$ cat config.mk
export PLATFORM = sky130hd
export DESIGN_NAME = sfed_queue
export DESIGN_NICKNAME = d
export VERILOG_FILES = /design/src/rtl/core/sfed_pkg.sv /design/src/rtl/core/sfed_queue.sv
export SDC_FILE = /design/constraint.sdc
export NUM_CORES = 1
export LEC_CHECK = 0
export BUFFER_PORTS_ARGS = -buffer_cell sky130_fd_sc_hd__buf_2
export CORE_ASPECT_RATIO = 1.4
export CORE_MARGIN = 4
export CORE_UTILIZATION = 50
export DETAILED_ROUTE_END_ITERATION = 16
export PLACE_DENSITY = 0.71
export SETUP_SLACK_MARGIN = 0.02
export SLEW_MARGIN = 20
export SYNTH_ARGS = -nofsm -noshare
export SYNTH_HDL_FRONTEND = slang
export SYNTH_SLANG_ARGS = --single-unit
$ cat constraint.sdc
create_clock -name clk -period 4.76 [get_ports clk]
set_input_delay 0.476 -clock clk [delete_from_list [all_inputs] [get_ports clk]]
set_output_delay 0.476 -clock clk [all_outputs]
set_load 0.05 [all_outputs]
$ cat src/rtl/core/sfed_pkg.sv
// shared types and constants of the stereo feedback echo block
`default_nettype none

package sfed_pkg;

  localparam int SAMPLE_W   = 16;
  localparam int GAIN_W     = 16;
  localparam int DELAY_W    = 16;
  localparam int CFG_IDX_W  = 8;
  localparam int CFG_DATA_W = 16;

  // register indexes on the configuration port
  typedef enum logic [CFG_IDX_W-1:0] {
    REG_DELAY_LENGTH  = 8'd0,
    REG_FEEDBACK_GAIN = 8'd1,
    REG_DRY_GAIN      = 8'd2,
    REG_WET_GAIN      = 8'd3
  } reg_idx_t;

  localparam logic [DELAY_W-1:0] DELAY_LENGTH_RST  = 16'd24000;
  localparam logic [GAIN_W-1:0]  FEEDBACK_GAIN_RST = 16'd24576;
  localparam logic [GAIN_W-1:0]  DRY_GAIN_RST      = 16'd26214;
  localparam logic [GAIN_W-1:0]  WET_GAIN_RST      = 16'd16384;

  typedef logic signed [SAMPLE_W-1:0] sample_t;
  typedef logic [GAIN_W-1:0]          gain_t;

  typedef struct packed {
    gain_t feedback;
    gain_t dry;
    gain_t wet;
  } gains_t;

  // queue between front and back
  localparam int QUEUE_DEPTH = 4;
  localparam int QPTR_W      = $clog2(QUEUE_DEPTH);
  localparam int QCNT_W      = $clog2(QUEUE_DEPTH + 1);

  typedef struct packed {
    logic              valid;
    logic              full;
    logic [QCNT_W-1:0] count;
  } queue_stat_t;

endpackage

`default_nettype wire

$ cat src/rtl/core/sfed_queue.sv
// short fifo between the front and the back of the echo block
`default_nettype none

module sfed_queue import sfed_pkg::*; #(
  parameter int W = 65
) (
  input  wire logic         clk,
  input  wire logic         rst_n,
  input  wire logic         push,
  input  wire logic [W-1:0] push_data,
  input  wire logic         pop,
  output logic [W-1:0]      head_data,
  output queue_stat_t       stat
);

  logic [W-1:0]      entry_r [QUEUE_DEPTH];
  logic [QPTR_W-1:0] wptr_r, wptr_nxt;
  logic [QPTR_W-1:0] rptr_r, rptr_nxt;
  logic [QCNT_W-1:0] cnt_r, cnt_nxt;

  function automatic logic [QPTR_W-1:0] ptr_inc(input logic [QPTR_W-1:0] p);
    return (p == QPTR_W'(QUEUE_DEPTH - 1)) ? '0 : p + 1'b1;
  endfunction

  always_comb begin
    wptr_nxt = push ? ptr_inc(wptr_r) : wptr_r;
    rptr_nxt = pop ? ptr_inc(rptr_r) : rptr_r;
    cnt_nxt  = cnt_r + QCNT_W'(push) - QCNT_W'(pop);
  end

  always_ff @(posedge clk) begin
    if (!rst_n) begin
      wptr_r <= '0;
      rptr_r <= '0;
      cnt_r  <= '0;
    end else begin
      wptr_r <= wptr_nxt;
      rptr_r <= rptr_nxt;
      cnt_r  <= cnt_nxt;
    end
  end

  always_ff @(posedge clk) begin
    if (push) begin
      entry_r[wptr_r] <= push_data;
    end
  end

  assign head_data  = entry_r[rptr_r];
  assign stat.valid = (cnt_r != '0);
  assign stat.full  = (cnt_r == QCNT_W'(QUEUE_DEPTH));
  assign stat.count = cnt_r;

endmodule

`default_nettype wire

==> results of run 1 <==
## worst min path at each step
stage	cells past startpoint	to	from	slack, ns
after floorplan	2	flop	rptr_r[0]	0.48
after global placement	2	flop	rptr_r[0]	0.48
after detailed placement	2	flop	rptr_r[0]	0.50
after CTS	1	entry_r[3][51]	push_data[51]	0.17
after global routing	1	entry_r[3][51]	push_data[51]	0.17
final	1	entry_r[2][44]	push_data[44]	0.19
## cells in the final DEF (no fill, tap or decap), drive strengths merged
cell	synthesis	routed
and3	1	1
or3b	2	2
clkbuf	1	36
or3	1	1
a21oi	2	2
diode	0	1
nor2	3	3
mux4	65	65
fa	1	1
xor3	1	1
clkinv	0	6
dfxtp	9	9
inv	7	7
buf	13	140
nand2b	2	2
and2	6	6
clkinvlp	0	1
edfxtp	260	260
bufinv	0	2
mux2i	2	2
ha	7	7
## logic make-up after synthesis
logic type                 Yosys count  share of synthesized area [%]
xor gates and xnor gates             1                          0.241
muxes                               67                           15.0
adders and majority gates            8                           1.09
DFF                                269                           80.8
and+or+nand+nor                     15                          0.924
buffers and inverters               21                           1.81
AOI/OAI and AO/OA                    2                          0.101
## per-stage QoR
step	util, %	hold WS [ns]	worst slack, ns	power (mW)	std cells
3_3_place_gp	55.6	0.477	2.09	3.48	757
2_1_floorplan	-	0.476	2.26	3.32	383
5_1_grt	59.7	0.172	1.39	5.56	802
6_report	59.7	0.191	1.63	5.35	803
3_5_place_dp	55.6	0.499	2.04	3.50	757
4_1_cts	59.7	0.166	1.51	5.41	802
## layout make-up
cell class              instances  area, um^2
well taps                     248         310
repair buffers                140         706
fillers                      1408        7800
multi-input cells              93        1730
diodes                          1        2.50
inverters                       7        26.3
clock inverters                 9        93.8
clock buffers                  36         707
flip-flops and latches        269        8000
## state kept, by name (all words and copies together) (netlist names), named ones only
| name | flops |
|---|---|
| rptr_r | 2 |
| wptr_r | 2 |
| cnt_r | 3 |
| entry_r | 260 |
## where the power goes
part / total, mW / switching, mW / internal (mW)
Combinational: 0.674 / 0.464 / 0.209
Sequential: 2.76 / 0.0614 / 2.70
Clock: 1.92 / 0.780 / 1.14
## routing by layer
| metal | vias to the layer above | GRT usage (%) | wire [um] |
|---|---|---|---|
| met5 | - | 0 | 14 |
| met4 | 4 | 4.07 | 347 |
| met3 | 26 | 3.44 | 938 |
| met2 | 112 | 29.3 | 9700 |
| met1 | 2286 | 18.8 | 6290 |
| li1 | 1931 | - | - |
==> out/results.ini, run 1 <==
[status]
status = complete, no violations

[place]
gp_congestion = 0.712
placed_cell_area_mm2 = 0.0108
dp_hpwl_um = 10500
port_buffers = 138

[critical_path]
path_cells = buf_4, mux4_2, buf_2
crit_path_end_kind = output port
path_buf_inv = 2
rr_worst_depth = 2
cp-endpoint = head_data[51]
r2r-end = entry_r[3][63]
critical_path_required_ns = 4.28
cp_slowest_cell = dfxtp_4
criticalPathCategory = reg2out
r2r_setup_slack_ns = 2.93
regToRegStartpoint = wptr_r[0]
startpoint_type = flop
cpLargestDelayFamily = flip-flops
crit_cells = 3
cp_max_fo = 47
max_stage_delay_ns = 0.98
cp.arrival_ns = 2.65

[floorplan]
ioPinCount = 139
die_h_um = 174
start_util_pct = 51.0
rows = 60
die_x_um = 127
die_area_mm2 = 0.0221
coreArea_mm2 = 0.0194

[detailed_routing]
drt_iter0_drc = 266
num_vias = 4359
drc = 0
finalWirelength_um = 17300
drt-vias-per-instance = 5.43
drt_first_pass_iters = 4
detail_route.wl_per_cell_um = 21.5
final_antenna_net_count = 0

[cts]
cts_tree = built
postCtsSetupBuffers = 0
cts_root_buf = clkbuf_16
numCtsBuffers = 25
htree_levels = 1
cts_sinks = 269
post_cts_resized = 0
clk_latency_ns = 0.50
path_clk_slew_ns = 0.06
clk_path_buf_depth = 3
ctsHoldBuffers = 0

[timing]
timing.fmax_mhz = 319
fin_crit_ns = 3.13
worstMarginPinSlew_ns = 1.00
finalHoldViolCount = 0
relSlewSlack_pct = 33.2
fin_setup_tns_ns = 0
rsz0062_at_grt = false
finClkSkew_ns = 0.00654
setup_viol_count_final = 0
finalCritPeriodShare_pct = 65.8
final_max_slew_viol_count = 0

[hold_path]
hold_class = in2reg

[logic_synthesis]
synth.yosys.seq_area_share_pct = 80.8
synthesis.nets = 460
ys_warn_count = 0
synth.distinct_cells = 20
synthFlopType = edfxtp_1
netlist_top_cells_area = edfxtp_1, mux4_2, dfxtp_1
post-synth-top-count-cell = edfxtp_1
synth_area_mm2 = 0.00988
synth_edf_count = 260
synth-seq-cells = 269
yosys.area.top_type = edfxtp_1
yosys.area.top_type_share_pct = 79.0
syn-mean-instance-area_um2 = 25.8
synthArstFlopShare_pct = 0
synth_common_cells = edfxtp_1, mux4_2, dfxtp_1
postSynthCellCount = 383

[layout]
drive_above_1_share_pct = 44.8
fin_area_mm2 = 0.0116
layout.nets = 613
syn_to_final_growth_pct = 17.0

[global_route]
antenna_found_initial = 2
grt_usage_pct = 15.9
grt_overflow_total = 0
grt_max_degree = 66
grt_pass1_vias = 4814
grt_pass1_wl_um = 27200

[flow_run]
cap_violations = 0

[power_and_ir_drop]
ir_drop_mv = 0.384
power_density_mw_per_mm2 = 463
leakage_nw = 3.92

(Power assumes the default switching activity.)
==> run 2, diff against run 1 <==
==> constraint.sdc (replaced) <==
create_clock -name clk -period 2.9 [get_ports clk]
set_input_delay 0.29 -clock clk [delete_from_list [all_inputs] [get_ports clk]]
set_output_delay 0.29 -clock clk [all_outputs]
set_load 0.05 [all_outputs]
==> run 2 against run 1 <==
Net effect: sequential share of layout area decreased by 3.6 points; hold slack got worse by 0.18 ns; clock skew grew 0.0073 ns; register-to-register slack lost 1.9 ns.
==> out/results.ini, run 2 (synthesis results as in run 1) <==
[cts]
cts_tree = built  ; unchanged
clk_latency_ns = 0.50  ; about the same
numCtsBuffers = 25  ; unchanged
htree_levels = 1  ; unchanged
cts_root_buf = clkbuf_16  ; unchanged
clk_path_buf_depth = 3  ; unchanged
cts_sinks = 269  ; unchanged
post_cts_resized = 0  ; unchanged
postCtsSetupBuffers = 0  ; unchanged
path_clk_slew_ns = 0.06  ; about the same

[timing]
final_max_slew_viol_count = 0  ; unchanged
worstMarginPinSlew_ns = 0.558  ; was 1.00 ns
fin_crit_ns = 2.52
finClkSkew_ns = 0.0139  ; was 0.00654 ns
relSlewSlack_pct = 62.8  ; was 33.2%
finalHoldViolCount = 0  ; unchanged
layout_setup_ws_ns = 0.381  ; was 1.63 ns
timing.fmax_mhz = 397
setup_viol_count_final = 0  ; unchanged
rsz0062_at_grt = false  ; unchanged
fin_setup_tns_ns = 0  ; unchanged
finalCritPeriodShare_pct = 86.9

[global_route]
grt_pass1_vias = 5260  ; was 4814
grt_usage_pct = 16.8  ; was 15.9%
grt_pass1_wl_um = 29100  ; was 27200 um
grt_overflow_total = 0  ; unchanged
grt_max_degree = 37  ; was 66
antenna_found_initial = 1  ; was 2

[floorplan]
ioPinCount = 139  ; unchanged
die_h_um = 174  ; unchanged
die_x_um = 127  ; unchanged
rows = 60  ; unchanged
start_util_pct = 51.0  ; unchanged
coreArea_mm2 = 0.0194  ; unchanged
die_area_mm2 = 0.0221  ; unchanged

[place]
placed_cell_area_mm2 = 0.0109  ; was 0.0108 mm^2
dp_cells = 766  ; was 757
gp_congestion = 0.689  ; was 0.712
port_buffers = 138  ; unchanged
dp_hpwl_um = 11000  ; was 10500 um
place_ws_ns = 0.826  ; was 2.04 ns

[critical_path]
critical_path_required_ns = 2.61  ; was 4.28 ns
startpoint_type = flop  ; unchanged
r2r-end = entry_r[2][47]  ; was entry_r[3][63]
criticalPathCategory = reg2out  ; unchanged
cp.arrival_ns = 2.23  ; was 2.65 ns
cpLargestDelayFamily = flip-flops  ; unchanged
r2r_setup_slack_ns = 1.07  ; was 2.93 ns
regToRegStartpoint = wptr_r[0]  ; unchanged
crit_path_end_kind = output port  ; unchanged
path_cells = buf_12, mux4_2, buf_2  ; was buf_4, mux4_2, buf_2
path_buf_inv = 2  ; unchanged
cp_slowest_cell = dfxtp_4  ; unchanged
cp_max_fo = 23  ; was 47
max_stage_delay_ns = 0.65  ; was 0.98 ns
rr_worst_depth = 4  ; was 2

[layout]
layout.nets = 677  ; was 613
stdcell_count = 866  ; was 803
layout_common_cells = edfxtp_1, buf_2, mux4_2  ; unchanged
drive_above_1_share_pct = 41.4  ; was 44.8%
fin_area_mm2 = 0.0122  ; was 0.0116 mm^2
largest_reg_flops = 260  ; unchanged
antenna_cells = 0  ; was 1
reg.largest.list = entry_r: 260 flops, cnt_r: 3 flops  ; unchanged
layout_commonest_cell = edfxtp_1  ; unchanged
syn_to_final_growth_pct = 23.5  ; was 17.0%
regMostFlops = entry_r  ; unchanged

[status]
status = complete, no violations  ; unchanged

[detailed_routing]
drt_first_pass_iters = 4  ; unchanged
drt-vias-per-instance = 5.33  ; was 5.43
detail_route.wl_per_cell_um = 21.1  ; was 21.5 um
num_vias = 4617  ; was 4359
final_antenna_net_count = 0  ; unchanged
drc = 0  ; unchanged
drt_iter0_drc = 328  ; was 266
finalWirelength_um = 18300  ; was 17300 um

[power_and_ir_drop]
ir_drop_mv = 0.638  ; was 0.384 mV
leakage_nw = 4.20  ; was 3.92 nW
power_density_mw_per_mm2 = 718  ; was 463 mW/mm^2

[hold_path]
min_path_cells = 1  ; unchanged
holdPathEnd = entry_r[1][64]  ; was entry_r[2][44]
hold_class = in2reg  ; unchanged
hold_start = push_data[64]  ; was push_data[44]

[flow_run]
cap_violations = 0  ; unchanged

run 2: cell types whose count changed in the layout (fill, tap and decap cells not counted), sizes merged:
cell	previous run	this run
dlygate4sd3	0	55
clkbuf	36	37
buf	140	149
bufinv	2	1
diode	1	0
run 2: worst max-delay path by stage:
stage              start            end  cells after the start
3_3_place_gp        flop  head_data[35]                      3
3_5_place_dp        flop  head_data[35]                      3
2_1_floorplan  wptr_r[0]  entry_r[0][0]                      3
5_1_grt             flop  head_data[35]                      3
6_report            flop   head_data[1]                      3
4_1_cts             flop  head_data[35]                      3
run 2: where the power goes:
| group | switching [mW] | total [mW] | internal, mW |
|---|---|---|---|
| registers | 0.0728 | 4.51 | 4.43 |
| clock network | 1.28 | 3.03 | 1.76 |
| logic | 0.812 | 1.22 | 0.410 |
run 2: worst reg2reg max path: cells and delay by family (launching register included):
| kind | cells | cell delay (ns) |
|---|---|---|
| buffers and inverters | 2 | 0.50 |
| and+or+nand+nor | 1 | 0.49 |
| DFF | 1 | 0.35 |
| adders and majority gates | 1 | 0.15 |
run 2: through the flow:
step / utilization [%] / hold WS, ns / total power, mW
6_report: 63.0 / 0.0154 / 8.76
5_1_grt: 63.0 / 0.0000643 / 9.11
4_1_cts: 62.9 / 0.00101 / 8.85
3_5_place_dp: 56.2 / 0.501 / 5.77
3_3_place_gp: 56.2 / 0.487 / 5.74
2_1_floorplan: - / 0.389 / 5.46
run 2: per-layer routing:
metal	wire [um]	share of wire, %	GRT usage [%]
met1	7170	39	21.3
met2	9960	55	30.3
met3	834	4.6	2.86
met4	274	1.5	4.07
met5	11	0.060	0
run 2: repair_timing:
item | in CTS | in global routing
endpoints found under the hold margin | 210 | 3
setup endpoints to repair | 0 | 0
hold buffers | 53 | 2
run 2: layout make-up:
type	instances	area (um^2)
Clock buffer	37	701
Timing Repair Buffer	204	1390
Clock inverter	8	65.1
Tap cell	248	310
Sequential cell	269	8000
Inverter	7	26.3
Fill cell	1338	7160
Multi-Input combinational cell	93	1730
==> run 3, diff against run 2 <==
--- a/config.mk
+++ b/config.mk
@@ -5,12 +5,11 @@
 export SDC_FILE = /design/constraint.sdc
 export NUM_CORES = 1
 export LEC_CHECK = 0
-export BUFFER_PORTS_ARGS = -buffer_cell sky130_fd_sc_hd__buf_2
 export CORE_ASPECT_RATIO = 1.4
 export CORE_MARGIN = 4
 export CORE_UTILIZATION = 50
 export DETAILED_ROUTE_END_ITERATION = 16
-export PLACE_DENSITY = 0.71
+export DONT_BUFFER_PORTS = 1
 export SETUP_SLACK_MARGIN = 0.02
 export SLEW_MARGIN = 20
 export SYNTH_ARGS = -nofsm -noshare
==> run 3 against run 2 <==
Net effect: sequential power barely moved; final area shrank 4.2%; critical endpoint is now head_data[48]; highest routed layer is now met4; first-iteration DRC count shrank 23%; cell count shrank 15%; global-route usage down 1.1 points; count of clock-buffer cells in the layout down 11.
==> out/results.ini, run 3 (synthesis results as in run 1) <==
[status]
status = complete, no violations  ; unchanged

[cts]
clk_latency_ns = 0.51  ; was 0.50 ns
post_cts_resized = 0  ; unchanged
numCtsBuffers = 25  ; unchanged
postCtsSetupBuffers = 0  ; unchanged
path_clk_slew_ns = 0.06  ; about the same
cts_sinks = 269  ; unchanged
cts_root_buf = clkbuf_16  ; unchanged
ctsHoldBuffers = 68  ; was 53
htree_levels = 1  ; unchanged
clk_path_buf_depth = 3  ; unchanged
cts_tree = built  ; unchanged

[layout]
largest_reg_flops = 260  ; unchanged
stdcell_count = 739  ; was 866
reg.largest.list = entry_r: 260 flops, cnt_r: 3 flops  ; unchanged
layout_common_cells = edfxtp_1, dlygate4sd3_1, mux4_2  ; was edfxtp_1, buf_2, mux4_2
layout_commonest_cell = edfxtp_1  ; unchanged
syn_to_final_growth_pct = 18.3  ; was 23.5%
layout.nets = 551  ; was 677
regMostFlops = entry_r  ; unchanged
antenna_cells = 0  ; unchanged
fill_cells = 1350  ; was 1338
utilization_pct = 60.4  ; was 63.0%
fin_area_mm2 = 0.0117  ; was 0.0122 mm^2
drive_above_1_share_pct = 24.4  ; was 41.4%

[floorplan]
rows = 60  ; unchanged
die_area_mm2 = 0.0221  ; unchanged
die_h_um = 174  ; unchanged
die_x_um = 127  ; unchanged
start_util_pct = 51.0  ; unchanged
ioPinCount = 139  ; unchanged
coreArea_mm2 = 0.0194  ; unchanged

[timing]
fin_crit_ns = 2.50  ; was 2.52 ns
final_max_slew_viol_count = 0  ; unchanged
finClkSkew_ns = 0.0104  ; was 0.0139 ns
finalHoldViolCount = 0  ; unchanged
relSlewSlack_pct = 59.0  ; was 62.8%
rsz0062_at_grt = false  ; unchanged
worstMarginPinSlew_ns = 0.615  ; was 0.558 ns
timing.fmax_mhz = 399  ; was 397 MHz
layout_setup_ws_ns = 0.396  ; was 0.381 ns
setup_viol_count_final = 0  ; unchanged
fin_setup_tns_ns = 0  ; unchanged
whs_ns = 0.0264  ; was 0.0154 ns
finalCritPeriodShare_pct = 86.3  ; was 86.9%

[global_route]
antenna_found_initial = 0  ; was 1
grt_max_degree = 42  ; was 37
grt_pass1_wl_um = 26700  ; was 29100 um
grt_overflow_total = 0  ; unchanged
grt_usage_pct = 15.8  ; was 16.8%
grt_pass1_vias = 4593  ; was 5260

[detailed_routing]
num_vias = 4120  ; was 4617
drc = 0  ; unchanged
detail_route.wl_per_cell_um = 23.1  ; was 21.1 um
final_antenna_net_count = 0  ; unchanged
drt-vias-per-instance = 5.58  ; was 5.33
drt_first_pass_iters = 4  ; unchanged
drt_iter0_drc = 253  ; was 328
finalWirelength_um = 17100  ; was 18300 um

[place]
place_ws_ns = 0.863  ; was 0.826 ns
port_buffers = 0  ; was 138
dp_hpwl_um = 10100  ; was 11000 um
placed_cell_area_mm2 = 0.0102  ; was 0.0109 mm^2
gp_congestion = 0.724  ; was 0.689
dp_cells = 627  ; was 766

[power_and_ir_drop]
ir_drop_mv = 0.603  ; was 0.638 mV
power_mw = 8.76  ; about the same
power_density_mw_per_mm2 = 749  ; was 718 mW/mm^2
leakage_nw = 3.73  ; was 4.20 nW

[hold_path]
hold_class = in2reg  ; unchanged

[flow_run]
cap_violations = 0  ; unchanged

[critical_path]
crit_path_end_kind = output port  ; unchanged
cp.arrival_ns = 2.21  ; was 2.23 ns
criticalPathCategory = reg2out  ; unchanged
critical_path_required_ns = 2.61  ; about the same
cp_max_fo = 20  ; was 23
startpoint_type = flop  ; unchanged

run 3: per-layer routing:
layer  part of all wire, %  GRT usage (%)  vias up  wire length, um
met5                     0              0        -                0
met4                   2.4           4.96        0              408
met3                   6.1           3.66       33             1040
met2                    54           27.3      135             9150
met1                    38           19.7     2138             6490
li1                      -              -     1814                -
run 3: worst paths after layout:
| check | startpoint | to | slack (ns) | cells past startpoint |
|---|---|---|---|---|
| max reg2reg | cnt_r[0] | cnt_r[2] | 0.92 | 8 |
| min | push | cnt_r[0] | 0.03 | 2 |
| max | flop | head_data[48] | 0.40 | 2 |
| min reg2reg | rptr_r[0] | flop | 0.52 | 2 |
run 3: cell type report:
cell class | count | area (um^2) | share of cell area [%]
Inverter | 7 | 26.3 | 0.225
Multi-Input combinational cell | 93 | 1730 | 14.8
Tap cell | 248 | 310 | 2.65
Clock buffer | 26 | 629 | 5.38
Clock inverter | 18 | 175 | 1.50
Sequential cell | 269 | 8000 | 68.4
Timing Repair Buffer | 78 | 831 | 7.10
run 3: where the power goes:
part,leakage [nW],internal [mW],switching [mW]
clock,0.394,1.85,1.32
sequential,2.46,4.43,0.102
combinational,0.869,0.314,0.742
total,3.73,6.59,2.16
run 3: critical path, stage by stage (launching register included):
cell     delay (ns)
dfxtp_4        0.62
buf_4          0.36
mux4_2         0.71
