==> config.mk <==
export PLATFORM = sky130hd
export DESIGN_NAME = sfed_front_flat
export DESIGN_NICKNAME = d
export VERILOG_FILES = /design/src/rtl/core/sfed_pkg.sv /design/src/rtl/core/sfed_ifs.sv /design/src/rtl/core/sfed_front.sv /design/src/flat_wrapper.sv
export SDC_FILE = /design/constraint.sdc
export NUM_CORES = 1
export LEC_CHECK = 0
export BUFFER_PORTS_ARGS = -buffer_cell sky130_fd_sc_hd__buf_4
export CAP_MARGIN = 10
export CORE_UTILIZATION = 46
export CTS_BUF_LIST = sky130_fd_sc_hd__clkbuf_8 sky130_fd_sc_hd__clkbuf_16
export CTS_CLUSTER_DIAMETER = 80
export CTS_CLUSTER_SIZE = 14
export DETAILED_ROUTE_END_ITERATION = 7
export GPL_ROUTABILITY_DRIVEN = 0
export PLACE_DENSITY_LB_ADDON = 0.2
export SLEW_MARGIN = 10
export SYNTH_ARGS = -nofsm -noshare
export SYNTH_HDL_FRONTEND = slang
export SYNTH_SLANG_ARGS = --single-unit
==> constraint.sdc <==
create_clock -name clk -period 3.85 [get_ports clk]
set_input_delay 0.1925 -clock clk [delete_from_list [all_inputs] [get_ports clk]]
set_output_delay 0.1925 -clock clk [all_outputs]
set_load 0.02 [all_outputs]
==> src/rtl/core/sfed_pkg.sv <==
// shared types and constants of the stereo feedback echo block
`default_nettype none

package sfed_pkg;

  localparam int SAMPLE_W   = 16;
  localparam int GAIN_W     = 16;
  localparam int DELAY_W    = 16;
  localparam int CFG_IDX_W  = 8;
  localparam int CFG_DATA_W = 16;

  // register indexes on the configuration port
  typedef enum logic [CFG_IDX_W-1:0] {
    REG_DELAY_LENGTH  = 8'd0,
    REG_FEEDBACK_GAIN = 8'd1,
    REG_DRY_GAIN      = 8'd2,
    REG_WET_GAIN      = 8'd3
  } reg_idx_t;

  localparam logic [DELAY_W-1:0] DELAY_LENGTH_RST  = 16'd24000;
  localparam logic [GAIN_W-1:0]  FEEDBACK_GAIN_RST = 16'd24576;
  localparam logic [GAIN_W-1:0]  DRY_GAIN_RST      = 16'd26214;
  localparam logic [GAIN_W-1:0]  WET_GAIN_RST      = 16'd16384;

  typedef logic signed [SAMPLE_W-1:0] sample_t;
  typedef logic [GAIN_W-1:0]          gain_t;

  typedef struct packed {
    gain_t feedback;
    gain_t dry;
    gain_t wet;
  } gains_t;

  // queue between front and back
  localparam int QUEUE_DEPTH = 4;
  localparam int QPTR_W      = $clog2(QUEUE_DEPTH);
  localparam int QCNT_W      = $clog2(QUEUE_DEPTH + 1);

  typedef struct packed {
    logic              valid;
    logic              full;
    logic [QCNT_W-1:0] count;
  } queue_stat_t;

endpackage

`default_nettype wire

==> src/rtl/core/sfed_ifs.sv <==
// channel interfaces of the stereo feedback echo block
`default_nettype none

interface sfed_in_if import sfed_pkg::*; ();
  logic    valid;
  logic    ready;
  sample_t left_in;
  sample_t right_in;

  modport source (output valid, output left_in, output right_in, input ready);
  modport sink   (input valid, input left_in, input right_in, output ready);
endinterface


`default_nettype wire

==> src/rtl/core/sfed_front.sv <==
// input side: accepts sample pairs and works out line addresses
`default_nettype none

module sfed_front import sfed_pkg::*; #(
  parameter int MAX_DELAY = 65536
) (
  input  wire logic                 clk,
  input  wire logic                 rst_n,
  sfed_in_if.sink                   in_ch,
  input  wire logic [DELAY_W-1:0]   delay_length,
  input  wire queue_stat_t          q_stat,
  output logic                      push,
  output logic [2*SAMPLE_W+2*$clog2(MAX_DELAY):0] push_data
);

  localparam int AW = $clog2(MAX_DELAY);
  localparam int LW = AW + 1;
  localparam int CW = (LW > DELAY_W) ? LW : DELAY_W;

  logic [AW-1:0] wr_r, wr_nxt;
  logic          wrap_r, wrap_nxt;
  logic [CW-1:0] d_ext, eff;
  logic [LW-1:0] eff_n, wr_ext;
  logic [AW-1:0] rd;
  logic          tail_ok;
  logic          at_end;

  assign in_ch.ready = !q_stat.full;
  assign push        = in_ch.valid && !q_stat.full;

  // zero or too long a delay means a whole line
  always_comb begin
    d_ext  = CW'(delay_length);
    eff    = ((d_ext == '0) || (d_ext > CW'(MAX_DELAY))) ? CW'(MAX_DELAY) : d_ext;
    eff_n  = eff[LW-1:0];
    wr_ext = {1'b0, wr_r};
    if (wr_ext >= eff_n) begin
      rd = AW'(wr_ext - eff_n);
    end else begin
      rd = AW'(wr_ext + LW'(MAX_DELAY) - eff_n);
    end
    // entry holds real data once written since reset
    tail_ok = wrap_r || (rd < wr_r);
  end

  always_comb begin
    at_end   = (wr_r == AW'(MAX_DELAY - 1));
    wr_nxt   = wr_r;
    wrap_nxt = wrap_r;
    if (push) begin
      wr_nxt   = at_end ? '0 : wr_r + 1'b1;
      wrap_nxt = wrap_r || at_end;
    end
  end

  always_ff @(posedge clk) begin
    if (!rst_n) begin
      wr_r   <= '0;
      wrap_r <= 1'b0;
    end else begin
      wr_r   <= wr_nxt;
      wrap_r <= wrap_nxt;
    end
  end

  assign push_data = {in_ch.left_in, in_ch.right_in, wr_r, rd, tail_ok};

endmodule

`default_nettype wire

==> src/flat_wrapper.sv <==
// flat-port wrapper written by rule: the top's interface ports become plain ports
module sfed_front_flat import sfed_pkg::*;
#(
  parameter int MAX_DELAY = 65536
)
  (clk, rst_n, delay_length, q_stat, push, push_data, in_ch_valid, in_ch_left_in, in_ch_right_in, in_ch_ready);
  sfed_in_if in_ch_i ();
  input  wire logic clk;
  input  wire logic rst_n;
  input  wire logic [DELAY_W-1:0] delay_length;
  input  wire queue_stat_t q_stat;
  output logic push;
  output logic [2*SAMPLE_W+2*$clog2(MAX_DELAY):0] push_data;
  input wire logic [$bits(in_ch_i.valid)-1:0] in_ch_valid;
  input wire logic [$bits(in_ch_i.left_in)-1:0] in_ch_left_in;
  input wire logic [$bits(in_ch_i.right_in)-1:0] in_ch_right_in;
  output wire logic [$bits(in_ch_i.ready)-1:0] in_ch_ready;
  assign in_ch_i.valid = in_ch_valid;
  assign in_ch_i.left_in = in_ch_left_in;
  assign in_ch_i.right_in = in_ch_right_in;
  assign in_ch_ready = in_ch_i.ready;
  sfed_front #(.MAX_DELAY(MAX_DELAY)) u_core (.clk(clk), .rst_n(rst_n), .in_ch(in_ch_i), .delay_length(delay_length), .q_stat(q_stat), .push(push), .push_data(push_data));
endmodule
==> impl_metrics.ini, run 1 <==
[status]
status = completed

[synth]
yosys.area.top_type_share = 0.1789
muxShareOfSynthArea = 0.004472
yosysTopAreaCell = ha_1
synth_cells = 296
async_reset_ff_frac = 0
ys_warn_count = 0
synth_compound_area_frac = 0.1465
syn_area_um2 = 2238
ys_seq_area_frac = 0.1520
synth-adder-area-share = 0.1878
syn_area_per_cell_um2 = 7.562
synth-simple-area-share = 0.2219
synth_cell_type_count = 46
synth_area_leaders = ha_1 18%, dfxtp_1 15%, buf_4 11%
synth-edff-count = 0
synth-seq-cells = 17
synth_top_family_by_area = simple AND/OR/NAND/NOR gates
ys.flop_type = dfxtp_1
synth_fp_nets = 385
synth_xor_area_frac = 0.1056

[sta]
rsz0062_at_grt = no
fin_crit_ns = 3.610
hold_viol = 0
slew_headroom = 0.7499
setup_viol = 0
fmax_mhz = 277.0
finalHoldWorstSlack_ns = 0.1821
tightest_slew_ns = 0.3656
clock_skew_ns = 0.004932
slew_viol_final = 0
tns_ns = 0
fin_ws_ns = 0.2399
period_share = 0.9377

[worst_setup_path]
worstPathRequired_ns = 3.66
worstSetupPathType = reg2out
worstPathArrival_ns = 3.42
path_cells = inv_1, ha_1, inv_1, fa_1, a21oi_2, o221ai_2, nand3_1, nand2_1, xor2_2, ha_1, and4_1, a221oi_1, o21ai_0, a21oi_1, o32a_1, buf_4
cp_max_fo = 6
regToRegEndpoint = u_core.wr_r[12]$_SDFFE_PN0P_
startpoint_type = flip-flop
rrSetupSlack_ns = 2.14
r2r_cells = 6
slowest_delay_ns = 0.42
cp_slowest_cell = fa_1
end_kind = output pin
r2r-start = u_core.wr_r[1]$_SDFFE_PN0P_

[power_and_ir_drop]
leakage_nw = 1.199
power_density_nw_per_um2 = 186.0
irDropWorstVdd_v = 0.0001723

[cts]
clk_pin_slew_ns = 0.07
root_buffer = clkbuf_8
insertion_delay_ns = 0.25
cts_buffers = 3
clk_path_buf_depth = 2
post-cts-setup-buffer-count = 0
htreeDepth = 1
cts_num_sinks = 17
cts_tree = built

[floorplanning]
io_pins = 123
die_h_um = 71.76
num_rows = 25
die_area_um2 = 5149
start_util = 0.4771
core_um2 = 4692
fp.dieW_um = 71.76

[job]
drv_cap = 0

[finish]
fin_area_um2 = 2540
syn_to_final_growth_pct = 13.47
drive_above_1_share = 0.2320
fin_nets = 409
antenna_cells = 0
final_util = 0.5413

[min_path]
hold_start = rst_n
holdPathEnd = u_core.wrap_r$_SDFFE_PN0P_
min_path_type = in2reg
holdPathStages = 2

[placement]
placed_cell_area_um2 = 2462
post-dp-hpwl_um = 4033
io_buffers = 54
pre_cts_ws_ns = 0.3463

[global_route]
grt_usage = 0.1926
grt_pass1_vias = 1838
grt.overflow.total = 0
grt_antenna_before_repair = 0
grt_pass1_wl_um = 8066
grt_max_degree = 12

[detailed_routing]
detail-route-antenna-nets = 0
drc_errors = 0
wirelength_um = 4807
post_drt_wl_per_cell_um = 12.89
vias = 1969
via_per_inst = 5.279
drt_iter0_drc = 46
drt-pass1-iter-count = 4
[registers in the layout, indices dropped and copies added (netlist names)]
| signal | cells |
|---|---|
| u_core.wr_r | 16 |
| u_core.wrap_r | 1 |
[cells in the mapped netlist, drive strengths merged (3+ instances only)]
| cell | count |
|---|---|
| dfxtp | 17 |
| nor3 | 5 |
| nor4 | 3 |
| ha | 32 |
| inv | 38 |
| xnor2 | 21 |
| nand2b | 11 |
| buf | 34 |
| o21ai | 14 |
| o211ai | 5 |
| a21oi | 23 |
| a21o | 4 |
| nand3 | 13 |
| clkbuf | 3 |
| nand2 | 19 |
| nor2 | 22 |
| nor2b | 3 |
| xor2 | 6 |
[layer usage]
layer,share of wire,track usage
met1,0.48,0.2614
met2,0.46,0.3145
met3,0.039,0.02110
met4,0.022,0.07190
met5,0,0
[kinds of logic after synthesis]
group | count (synthesis)
and+or+nand+nor | 88
buffers and inverters | 75
AOI/OAI and AO/OA | 55
adders and majority gates | 33
xor gates and xnor gates | 27
DFF | 17
muxes | 1
[through the flow]
step           total power, mW  cells
2_1_floorplan           0.3303    296
3_3_place_gp            0.3363    369
3_5_place_dp            0.3383    369
4_1_cts                 0.4753    373
5_1_grt                 0.5000    373
6_report                0.4723    373
[power by group]
group / internal (mW) / switching (mW) / total [mW]
clock network: 0.0719 / 0.0647 / 0.137
logic: 0.0715 / 0.0847 / 0.156
registers: 0.177 / 0.00233 / 0.179
total: 0.321 / 0.152 / 0.472
[critical path: cells and delay by family (launching register included)]
kind,cells,cell delay (ns)
xor gates and xnor gates,1,0.17
DFF,1,0.37
and+or+nand+nor,3,0.39
AOI/OAI and AO/OA,6,1.15
adders and majority gates,3,0.84
buffers and inverters,3,0.26
[cell type report]
type                       count  area [µm²]
clock buffer                   3       41.29
clock inverter                 1       5.005
timing repair buffer          56       420.4
tap                           54       67.56
multi-input combinational    204        1523
inverter                      38       142.6
fill                         461        2152
sequential                    17       340.3
[layout by cell type (no fill, tap or decap), types with 2 or more instances in the layout]
master    instances
a21o_1            4
a21oi_1          20
a21oi_2           3
buf_4            56
clkbuf_8          3
dfxtp_1          17
ha_1             32
inv_1            38
nand2_1          19
nand2b_1         10
nand3_1          11
nand4_1           2
nand4b_1          2
nor2_1           22
nor2b_1           3
nor3_1            4
nor4_2            2
o211ai_1          5
o21ai_0          10
o21ai_1           4
xnor2_1          21
xor2_1            5
[worst max path at each step]
stage,end,start,cells past startpoint,slack (ns)
5_1_grt,push_data[0],u_core.wr_r[0]$_SDFFE_PN0P_,16,0.03
2_1_floorplan,push_data[0],u_core.wr_r[0]$_SDFFE_PN0P_,15,0.45
3_5_place_dp,push_data[0],u_core.wr_r[0]$_SDFFE_PN0P_,15,0.35
3_3_place_gp,push_data[0],u_core.wr_r[0]$_SDFFE_PN0P_,15,0.36
6_report,push_data[0],u_core.wr_r[0]$_SDFFE_PN0P_,16,0.24
4_1_cts,push_data[0],u_core.wr_r[0]$_SDFFE_PN0P_,15,0.05
[timing repair]
action | 4_1_cts | 5_1_grt
endpoints found under the setup margin | 0 | 1
gates resized for setup | 0 | 7
hold buffers | 0 | 0
hold endpoints to repair | 0 | 0
No activity file was read; power rests on OpenSTA's default activity.
==> inputs of run 2 (changes only) <==
--- a/config.mk
+++ b/config.mk
@@ -5,7 +5,7 @@
 export SDC_FILE = /design/constraint.sdc
 export NUM_CORES = 1
 export LEC_CHECK = 0
-export BUFFER_PORTS_ARGS = -buffer_cell sky130_fd_sc_hd__buf_4
+export BUFFER_PORTS_ARGS = -buffer_cell sky130_fd_sc_hd__buf_2
 export CAP_MARGIN = 10
 export CORE_UTILIZATION = 46
 export CTS_BUF_LIST = sky130_fd_sc_hd__clkbuf_8 sky130_fd_sc_hd__clkbuf_16
==> impl_metrics.ini, run 2 (synthesis gave the netlist of run 1 again) <==
[status]
status = completed

[power_and_ir_drop]
p_seq_frac = 0.394
power_density_nw_per_um2 = 190.0
internal_power_mw = 0.3056
combPwrFrac = 0.308
irDropWorstVdd_v = 0.0001780
switching_share = 0.3287
clockPowerShare = 0.298
leakage_nw = 1.168
switching_power_mw = 0.1496

[floorplanning]
die_area_um2 = 5149
num_rows = 25
fp.dieW_um = 71.76
io_pins = 123
die_h_um = 71.76
start_util = 0.4771
core_um2 = 4692

[cts]
clk_pin_slew_ns = 0.06
insertion_delay_ns = 0.26
root_buffer = clkbuf_8
htreeDepth = 1
cts_buffers = 3
cts_tree = built
cts_num_sinks = 17
clk_path_buf_depth = 2
hold_buffers = 0

[finish]
final_common_cell = buf_2
fillCellCount = 486
antenna_cells = 0
final_util = 0.5107
syn_to_final_growth_pct = 7.043
drive_above_1_share = 0.2320
mostFrequentLayoutCells = 54 x buf_2, 38 x inv_1, 32 x ha_1, 22 x nor2_1, 21 x xnor2_1
largest_register_ffs = 16
fin_nets = 409
reg.largest.list = u_core.wr_r: 16 flops, u_core.wrap_r: 1 flops
largest-register = u_core.wr_r

[worst_setup_path]
slowest_delay_ns = 0.41
worstPathRequired_ns = 3.66
startpoint_type = flip-flop
worstPathArrival_ns = 3.38
path_cells = inv_1, ha_1, inv_1, fa_1, a21oi_2, o221ai_2, nand3_1, nand2_1, xor2_1, ha_1, and4_1, a221oi_1, o21ai_1, a21oi_2, o32a_1, buf_2
cp_slowest_cell = fa_1
cp_max_fo = 6
worstSetupPathType = reg2out
end_kind = output pin

[detailed_routing]
wirelength_um = 4843
via_per_inst = 5.322
drc_errors = 0
detail-route-antenna-nets = 0
vias = 1985
post_drt_wl_per_cell_um = 12.98
drt_iter0_drc = 81
drt-pass1-iter-count = 5

[global_route]
grt_antenna_before_repair = 0
grt_usage = 0.1979
grt_pass1_wl_um = 8224
grt.overflow.total = 0
grt_pass1_vias = 1850
grt_max_degree = 12

[sta]
fin_crit_ns = 3.574
setup_viol = 0
hold_viol = 0
finalHoldWorstSlack_ns = 0.2035
rsz0062_at_grt = no
tns_ns = 0
tightest_slew_ns = 0.5164
slew_headroom = 0.6534
fin_ws_ns = 0.2763
clock_skew_ns = 0.003365
slew_viol_final = 0
fmax_mhz = 279.8
period_share = 0.9282

[placement]
post-dp-hpwl_um = 4015
io_buffers = 54
pre_cts_ws_ns = 0.2910

[min_path]
min_path_type = in2reg

[job]
drv_cap = 0
run 2: per-layer routing:
metal	GRT usage	share of wire	vias to the layer above
li1	-	-	1017
met1	0.2596	0.48	901
met2	0.3354	0.46	56
met3	0.03094	0.047	11
met4	0.05664	0.015	0
met5	0	0	-
run 2: what timing repair did:
action                     4_1_cts  5_1_grt
setup endpoints to repair        0        1
resized for setup                0        8
setup buffers                    0        0
run 2: critical path, delay by kind of cell (launching register included):
kind,cells,cell delay [ns]
XOR/XNOR,1,0.20
AND/OR/NAND/NOR,3,0.37
flip-flops,1,0.36
buffers and inverters,3,0.28
AO/OA/AOI/OAI,6,1.08
adder cells (fa/ha/maj),3,0.82
run 2: power groups by stage:
stage                     clock, mW  combinational (mW)  sequential, mW
after floorplan                   0               0.145           0.185
after global placement            0               0.137           0.184
after detailed placement          0               0.138           0.184
after CTS                     0.141               0.139           0.179
after global routing          0.145               0.160           0.180
final                         0.136               0.140           0.179
run 2: final timing paths:
check | startpoint | to | slack (ns) | cells past startpoint
worst max-delay path | u_core.wr_r[0]$_SDFFE_PN0P_ | push_data[0] | 0.28 | 16
worst min-delay path | rst_n | u_core.wrap_r$_SDFFE_PN0P_ | 0.20 | 2
worst max register to register | u_core.wr_r[1]$_SDFFE_PN0P_ | u_core.wr_r[12]$_SDFFE_PN0P_ | 2.18 | 6
worst min register to register | u_core.wrap_r$_SDFFE_PN0P_ | u_core.wrap_r$_SDFFE_PN0P_ | 0.52 | 1
run 2: layout make-up:
class | instances | area, µm² | share of cell area
tap | 54 | 67.56 | 0.02820
clock buffer | 3 | 41.29 | 0.01723
clock inverter | 1 | 5.005 | 0.002089
inverter | 38 | 142.6 | 0.05953
timing repair buffer | 56 | 285.3 | 0.1191
multi-input combinational | 204 | 1513 | 0.6313
sequential | 17 | 341.6 | 0.1426
run 2: metrics by stage:
stage	power, mW	cell area, µm²	instances
after CTS	0.4594	2374	373
after global placement	0.3204	2327	369
after floorplan	0.3303	2238	296
after global routing	0.4842	2396	373
after detailed placement	0.3218	2327	369
final	0.4552	2396	373
==> inputs of run 3 (changes only) <==
--- a/config.mk
+++ b/config.mk
@@ -5,13 +5,13 @@
 export SDC_FILE = /design/constraint.sdc
 export NUM_CORES = 1
 export LEC_CHECK = 0
-export BUFFER_PORTS_ARGS = -buffer_cell sky130_fd_sc_hd__buf_2
 export CAP_MARGIN = 10
-export CORE_UTILIZATION = 46
+export CORE_UTILIZATION = 60
 export CTS_BUF_LIST = sky130_fd_sc_hd__clkbuf_8 sky130_fd_sc_hd__clkbuf_16
 export CTS_CLUSTER_DIAMETER = 80
 export CTS_CLUSTER_SIZE = 14
 export DETAILED_ROUTE_END_ITERATION = 7
+export DONT_BUFFER_PORTS = 1
 export GPL_ROUTABILITY_DRIVEN = 0
 export PLACE_DENSITY_LB_ADDON = 0.2
 export SLEW_MARGIN = 10
==> impl_metrics.ini, run 3 (synthesis gave the netlist of run 1 again) <==
[finish]
fin_nets = 372
final_common_cell = inv_1
drive_above_1_share = 0.1241
largest-register = u_core.wr_r
fillCellCount = 334
syn_to_final_growth_pct = 0.0001340
reg.largest.list = u_core.wr_r: 16 flops, u_core.wrap_r: 1 flops
antenna_cells = 0
mostFrequentLayoutCells = 39 x inv_1, 32 x ha_1, 22 x nor2_1, 21 x xnor2_1, 20 x a21oi_1
final_util = 0.6503
regArea_um2 = 341.6
largest_register_ffs = 16
multiInputGateArea_um2 = 1509
finalNonFillerCells = 328

[worst_setup_path]
worstPathArrival_ns = 3.38
cp_slowest_cell = dfxtp_1
worstSetupPathType = reg2out
path_cells = ha_1, o211ai_1, a21oi_2, o21ai_0, nand2b_1, a311oi_1, ha_1, a21o_1, a21o_1, a21oi_1, o32a_1
startpoint_type = flip-flop
cp_max_fo = 5
r2r_cells = 7
cp.depth = 11
worstPathRequired_ns = 3.66
end_kind = output pin
slowest_delay_ns = 0.54
crit_buf_inv = 0
cp_top_family = compound AO/OA/AOI/OAI gates

[cts]
htreeDepth = 1
cts_num_sinks = 17
clk_pin_slew_ns = 0.07
insertion_delay_ns = 0.25
cts_buffers = 3
root_buffer = clkbuf_8
clk_path_buf_depth = 2
hold_buffers = 0
cts_tree = built

[global_route]
grt_pass1_vias = 1760
grt_antenna_before_repair = 0
grt_usage = 0.2420
grt_max_degree = 12
grt_pass1_wl_um = 7776
grt.overflow.total = 0

[sta]
setup_viol = 0
tightest_slew_ns = 0.6301
period_share = 0.9288
fin_crit_ns = 3.576
slew_headroom = 0.5769
slew_viol_final = 0
rsz0062_at_grt = no
fmax_mhz = 279.6
clock_skew_ns = 0.0009794
hold_viol = 0
tns_ns = 0

[detailed_routing]
drc_errors = 0
drt-pass1-iter-count = 4
wirelength_um = 4793
detail-route-antenna-nets = 0
via_per_inst = 5.817
vias = 1908
post_drt_wl_per_cell_um = 14.61
drt_iter0_drc = 80

[placement]
io_buffers = 0
dpl.cell_count = 323
post-dp-hpwl_um = 3980

[floorplanning]
die_h_um = 63.08
io_pins = 123
fp.dieW_um = 63.08
num_rows = 21
start_util = 0.6503
die_area_um2 = 3979
core_um2 = 3442

[power_and_ir_drop]
irDropWorstVdd_v = 0.0001631
leakage_nw = 1.017
power_density_nw_per_um2 = 196.0

[status]
status = completed

[min_path]
holdPathStages = 1
min_path_type = in2reg

[job]
drv_cap = 0
## run 3: cell types whose count changed in the layout (fill, tap and decap cells not counted), sizes merged
cell,before,now
inv,38,39
clkinv,1,0
buf,56,19
## run 3: metrics by stage
step	power, mW	instance area (µm²)	hold WS (ns)	setup slack [ns]
floorplan	0.3303	2238	0.3100	0.4474
global placement	0.3036	2167	0.3145	0.3858
detailed placement	0.3073	2167	0.3200	0.3728
CTS	0.4373	2212	0.06010	0.08880
global route	0.4649	2238	0.06288	0.03330
finish	0.4386	2238	0.06018	0.2740
## run 3: cell type report
cell class,instances,area share
Clock inverter,1,0.001677
Inverter,38,0.06372
Clock buffer,3,0.01845
Sequential cell,17,0.1526
Multi-Input combinational cell,204,0.6741
Tap cell,46,0.02571
Timing Repair Buffer,19,0.06372
## run 3: worst register-to-register path, stage by stage (launching register included)
cell,delay [ns]
dfxtp_1,0.33
buf_4,0.17
ha_1,0.20
and4b_1,0.26
nand2b_1,0.17
or2_4,0.29
xnor2_1,0.14
nor2_1,0.05
## run 3: layer usage
layer	vias to the layer above	GRT usage	wire length, µm
met5	-	0	0
met4	0	0.08721	50
met3	8	0.03442	311
met2	69	0.3925	2165
met1	887	0.3227	2265
li1	944	-	-
## run 3: final timing paths
kind	start	slack [ns]	end
hold / removal	rst_n	0.06	u_core.wrap_r$_SDFFE_PN0P_
hold reg to reg	u_core.wrap_r$_SDFFE_PN0P_	0.49	u_core.wrap_r$_SDFFE_PN0P_
setup reg to reg	u_core.wr_r[0]$_SDFFE_PN0P_	2.13	u_core.wr_r[12]$_SDFFE_PN0P_
setup / recovery	u_core.wr_r[3]$_SDFFE_PN0P_	0.27	push_data[0]
## run 3: what timing repair did
| action | CTS | global route |
|---|---|---|
| setup buffers | 0 | 1 |
| setup endpoints to repair | 0 | 1 |
| gates resized for setup | 0 | 5 |
## run 3: power by group
part	switching (mW)	total, mW	internal (mW)
sequential	0.00182	0.179	0.177
clock	0.0624	0.133	0.0708
combinational	0.0798	0.126	0.0466
total	0.144	0.439	0.295
